==> src/hw/rtl/dsk_pkg.sv <==
`default_nettype none
// ----------------------------------------------------------------------------
// dsk_pkg : shared types and constants of the disk register port
// Register codes, status bits and the configuration bundle used by the
// register file and the access controller.
// ----------------------------------------------------------------------------
package dsk_pkg;

  // bytes per block and width of the byte offset
  localparam int unsigned BLOCK_BYTES = 512;
  localparam int unsigned OFF_W       = 9;
  localparam int unsigned BLK_W       = 16;

  // access kind
  localparam logic OP_READ  = 1'b0;
  localparam logic OP_WRITE = 1'b1;

  // device register codes
  localparam logic [3:0] REG_BLOCK_LO = 4'd0;
  localparam logic [3:0] REG_BLOCK_HI = 4'd1;
  localparam logic [3:0] REG_DATA     = 4'd2;
  localparam logic [3:0] REG_STATUS   = 4'd3;

  // configuration register codes (word index on the APB port)
  localparam logic [1:0] CFG_IMAGE_LOADED    = 2'd0;
  localparam logic [1:0] CFG_WRITE_PROTECTED = 2'd1;
  localparam logic [1:0] CFG_BLOCK_COUNT     = 2'd2;

  // read values
  localparam logic [7:0] BYTE_NONE       = 8'hFF;
  localparam logic [7:0] BYTE_ZERO       = 8'h00;
  localparam logic [7:0] STATUS_NO_IMAGE = 8'h80;
  localparam logic [7:0] STATUS_WPROT    = 8'h40;

  // configuration bundle from the register file
  typedef struct packed {
    logic       image_loaded;
    logic       write_protected;
    logic [7:0] block_count;
  } dsk_cfg_t;

endpackage : dsk_pkg
`default_nettype wire

==> src/hw/rtl/dsk_cfg.sv <==
`default_nettype none
// ----------------------------------------------------------------------------
// dsk_cfg : APB configuration registers
// Holds image_loaded, write_protected and block_count; pready is tied high.
// ----------------------------------------------------------------------------
module dsk_cfg (
  input  wire logic              clk,
  input  wire logic              rst_n,
  input  wire logic              psel,
  input  wire logic              penable,
  input  wire logic              pwrite,
  input  wire logic [3:0]        paddr,
  input  wire logic [31:0]       pwdata,
  output logic      [31:0]       prdata,
  output logic                   pready,
  output dsk_pkg::dsk_cfg_t      cfg
);

  dsk_pkg::dsk_cfg_t cfg_r;
  logic              wr_en;
  logic [1:0]        word_idx;

  assign pready   = 1'b1;
  assign word_idx = paddr[3:2];
  assign wr_en    = psel & penable & pwrite & pready;
  assign cfg      = cfg_r;

  // register writes
  always_ff @(posedge clk) begin
    if (!rst_n) begin
      cfg_r <= '0;
    end else if (wr_en) begin
      case (word_idx)
        dsk_pkg::CFG_IMAGE_LOADED:    cfg_r.image_loaded    <= pwdata[0];
        dsk_pkg::CFG_WRITE_PROTECTED: cfg_r.write_protected <= pwdata[0];
        dsk_pkg::CFG_BLOCK_COUNT:     cfg_r.block_count     <= pwdata[7:0];
        default: ;
      endcase
    end
  end

  // read back
  always_comb begin
    case (word_idx)
      dsk_pkg::CFG_IMAGE_LOADED:    prdata = {31'd0, cfg_r.image_loaded};
      dsk_pkg::CFG_WRITE_PROTECTED: prdata = {31'd0, cfg_r.write_protected};
      dsk_pkg::CFG_BLOCK_COUNT:     prdata = {24'd0, cfg_r.block_count};
      default:                      prdata = 32'd0;
    endcase
  end

endmodule : dsk_cfg
`default_nettype wire

==> config.mk <==
export PLATFORM = sky130hd
export DESIGN_NAME = dsk_cfg
export DESIGN_NICKNAME = d
export VERILOG_FILES = /design/src/hw/rtl/dsk_pkg.sv /design/src/hw/rtl/dsk_cfg.sv
export SDC_FILE = /design/constraint.sdc
export NUM_CORES = 1
export LEC_CHECK = 0
export ABC_AREA = 0
export BUFFER_PORTS_ARGS = -buffer_cell sky130_fd_sc_hd__buf_2
export CORE_ASPECT_RATIO = 0.7
export CORE_MARGIN = 10
export CORE_UTILIZATION = 34
export DETAILED_ROUTE_END_ITERATION = 10
export HOLD_SLACK_MARGIN = 0.08
export MAX_ROUTING_LAYER = met4
export PLACE_DENSITY = 0.82
export SLEW_MARGIN = 30
export SYNTH_ARGS = -nofsm -noshare
export SYNTH_HDL_FRONTEND = slang
export SYNTH_SLANG_ARGS = --single-unit
==> constraint.sdc <==
create_clock -name clk -period 2.2 [get_ports clk]
set_input_delay 0.44 -clock clk [delete_from_list [all_inputs] [get_ports clk]]
set_output_delay 0.44 -clock clk [all_outputs]
set_load 0.02 [all_outputs]
After elaboration in Yosys (flattened, before gate mapping)
Index checks and enable logic that the tools add are counted.

Output and inout port bits: 43. Register bits: 10. Logic and storage cells: 12. Bits of input ports: 41.

Reduce and logical (&&, ||, !) cells: 4. Equality and inequality tests: 2. Bitwise logic cells: 2. Multiplexer cells: 1.

Operators by type and width (number): $pmux 8 s3 (1); $reduce_and 2->1 (3); $and 1x1->1 (2); $eq 2x1->1 const B (1); $eq 2x2->1 const B (1); $logic_not 2->1 (1).

Logic depth before layout (Yosys ltp)
Depth after elaboration: 3. Mapped depth: 4. Depth with buffers taken out: 3.

Least setup slack after synthesis
OpenSTA, ideal clock, no wires.

Kind: input to output. From: input port paddr[2]. To: output port prdata[0]. Cell stages on the path: 2. Slack: 0.733 ns. Data required time: 1.760 ns. Buffers on the path: 0. Arrival: 1.027 ns. Cells stage by stage: mux2i_1 o21ai_0.

Word-level cells in the longest chain between the ends: 2.

RTL lines: from (decl) (RTL line dsk_cfg.sv:12) `input wire logic [3:0] paddr,`; $eq 2x2->1, or another cell as far along (RTL line dsk_cfg.sv:44) `case (word_idx)`; $pmux 8 s3 * (RTL line dsk_cfg.sv:44); to (decl) (RTL line dsk_cfg.sv:14) `output logic [31:0] prdata,`.

Mark *: on every way between the ends. The rest lies on a longest branch, timed or not.

Worst setup path in the final report
Ends and elaborated chain as after synthesis.

==> summary.md <==
| Metric | Value |
|---|---|
| Synthesis-to-finish area growth | 15.82% |
| Critical Path, Cell by Cell | buf_2 > and2b_1 > nand2_1 > o21ai_0 > buf_2 |
| Synthesized cell area | 688.2 sq um |
| Final setup viols | 0 |
| Net Sw Power | ~0.12 mW |
| Row count | 13 |
| Diodes inserted | 0 |
| Worst skew pair latency | around 0.26 ns |
| Die Y-Extent | 57.64 microns |
| Routed Antenna Nets | 0 |
| Comb power frac | 18.7% |
| Cts bufs inserted | 3 |
| Via Count | approximately 550 |
| Max Slew Vio Count | 0 |
| CTS tree | done |
| Synth Register Bits | 10 |
| Critical Path Sink Type | output port |
| Sequential fraction of the synthesis area | 29.09% |
| Pint | ~0.3 mW |
| Post-layout minimum cycle time | 1.666 ns |
| Critical Path Max Stage Delay | 0.32 ns |
| Peak VDD IR | 0.0003209 V |
| Remaining Overflow, GRT | 0 |
| Post-route core utilization | 42.24% |
| CP max stage cell | and2b_1 |
| Total clock sinks | 10 |
| Yosys top cell area share | 29.09% |
| Fill cell count | ~210 |
| FF-to-FF setup slack | 1.47 ns |
| Setup TNS | 0 ns |
| Worst Skew | 0 ns |
| CTS H-tree lvls | 1 |
| Fin nets | 156 |
| Clk slew on worst S/H paths | 0.07 ns |
| Power Dens Cells | 534.1 nW/um^2 |
| Vias in the first global route | 584 |
| Most frequent cells in the layout | buf_2 (32), conb_1 (25), nand2_1 (18), mux2i_1 (10), dfxtp_1 (10) |
| First-pass GRT wire length | 2.711 mm |
| TritonRoute pass-1 iters | 4 |
| Startpoint types | primary input |
| Crit path DAT | 1.23 ns |
| Min-Delay Endpoint | cfg[6] |
| Largest net degree at the start of global routing | 19 |
| Share of layout cells above drive strength 1 | 34.21% |
| Critical path peak fanout | 8 |
| Status | completed |
| Critical R2R Capture | cfg[9] |
| Root buf cell | clkbuf_4 |
| Iter 0 DRT Violations | 4 |
| Reg2Reg Depth | 2 |
| Top-level I/O count | 84 |
| Critical path type | primary input to output port |
| Clk buf depth | 2 |
| Syn_area_per_cell | approximately 8.4 sq um |
| Design area | 797.0 sq um |
| Dpl hpwl | 1.577 mm |
| # hold bufs at CTS | 0 |
| Detailed Route WL | 1.794 mm |
| Maxcap violations | 0 |
| Leakage | 0.4278 nW |
| Cell taking the most area after synthesis | dfxtp_1 |
| Hold path start | pwdata[6] |
| Max reg flops | 10 |
| Reg power frac | 43.4% |
| Yosys warning count | 0 |
| Die X | about 74 microns |
| RR Startpoint | cfg[9] |
| Routability Congestion | 0.6769 |
| Largest cells by area after synthesis | dfxtp_1 (29%), buf_4 (27%), mux2i_1 (15%) |
| Worst EP required | 1.76 ns |
| Port Buffer Count | 32 |
| Die ar. | around 4300 sq um |
| Crit-path most repeated cell | buf_2 |
| Worst Hold Class | primary input to register |
| Clk pwr share | 37.9% |
| Cells after Synth | 82 |
| Gr usage total | approximately 8.2% |
| Synth unique cells | 15 |
| DR DRC count | 0 |
| Commonest non-fill, non-tap cell in the layout | buf_2 |
| Core Area | 1887 sq um |
| Final Hold Fails | 0 |
| Critical path's top delay family | simple AND/OR/NAND/NOR gates |
| Vias per cell | 4.029 |
| Post-CTS setup buffer count | 0 |
| F_max | 0.6002 GHz |
| Unrepaired setup endpoints after global routing | no |
| DP Area | 760.7 sq um |
| Per-cell routed wire length | 13.19 microns |
| Initial antenna violation count | 0 |
| Hold Path Stages | 3 |
| Post-CTS Resized | 0 |
| Tcrit/Tclk final | 75.73% |
| WP buf/inv | 2 |
| Net Sw Frac | 29.27% |
| Initial Utilization | 36.47% |
==> worst max-delay path by stage <==
| stage | start | slack (ns) | cells past startpoint | endpoint |
|---|---|---|---|---|
| floorplan | paddr[2] | 0.73 | 2 | prdata[0] |
| CTS | paddr[2] | 0.50 | 5 | prdata[0] |
| global placement | paddr[2] | 0.51 | 5 | prdata[0] |
| global route | paddr[2] | 0.44 | 5 | prdata[0] |
| detailed placement | paddr[2] | 0.50 | 5 | prdata[0] |
| finish | paddr[2] | 0.53 | 5 | prdata[0] |
==> layout make-up <==
type / count / area (sq um) / area share (%)
repair buffers: 33 / 167.7 / 21.04
multi-input cells: 67 / 365.4 / 45.84
clock buffers: 4 / 36.28 / 4.553
well taps: 22 / 27.53 / 3.454
flip-flops and latches: 10 / 200.2 / 25.12
==> cells by family (layout without fill, tap and decap cells) <==
logic type | count (synthesis) | count (layout) | synth area share [%]
AO/OA/AOI/OAI | 3 | 3 | 3.272
buffers and inverters | 28 | 37 | 30.36
flip-flops | 10 | 10 | 29.09
multiplexers | 10 | 10 | 14.55
other | 2 | 25 | 1.091
AND/OR/NAND/NOR | 29 | 29 | 21.64
==> worst reg2reg max path: cells and delay by family, from the launching register on <==
kind,cells,cell delay [ns]
flops,1,0.35
compound gates,2,0.26
==> stage by stage <==
stage               hold WS (ns)  setup slack, ns  total power, mW  instances
detailed placement        0.4615           0.5029           0.2669        132
global route              0.4219           0.4389           0.4514        136
floorplan                 0.5391           0.7328           0.2807        105
CTS                       0.4108           0.5005           0.4325        136
global placement          0.4504           0.5076           0.2652        132
finish                    0.4236           0.5339           0.4257        136
==> layer usage <==
layer	vias to the layer above	part of all wire, %	global-route usage (%)
met2	27	53	15.53
met5	-	0	-
met3	0	11	4.422
met4	0	0	0.7958
li1	277	-	-
met1	244	36	7.246
==> synthesized netlist by cell type, drive strengths merged <==
cell type  number
buf            28
nand2          18
dfxtp          10
mux2i          10
and2            7
conb            2
nor3b           2
and2b           1
nand3           1
o21ai           1
o311ai          1
o41ai           1
==> power by group through the flow <==
stage | Sequential [mW] | Combinational, mW | Clock, mW
2_1_floorplan | 0.192 | 0.0889 | 0
3_3_place_gp | 0.189 | 0.0763 | 0
3_5_place_dp | 0.189 | 0.0779 | 0
4_1_cts | 0.185 | 0.0780 | 0.170
5_1_grt | 0.185 | 0.0868 | 0.179
6_report | 0.185 | 0.0796 | 0.161
(Power assumes the default switching activity.)
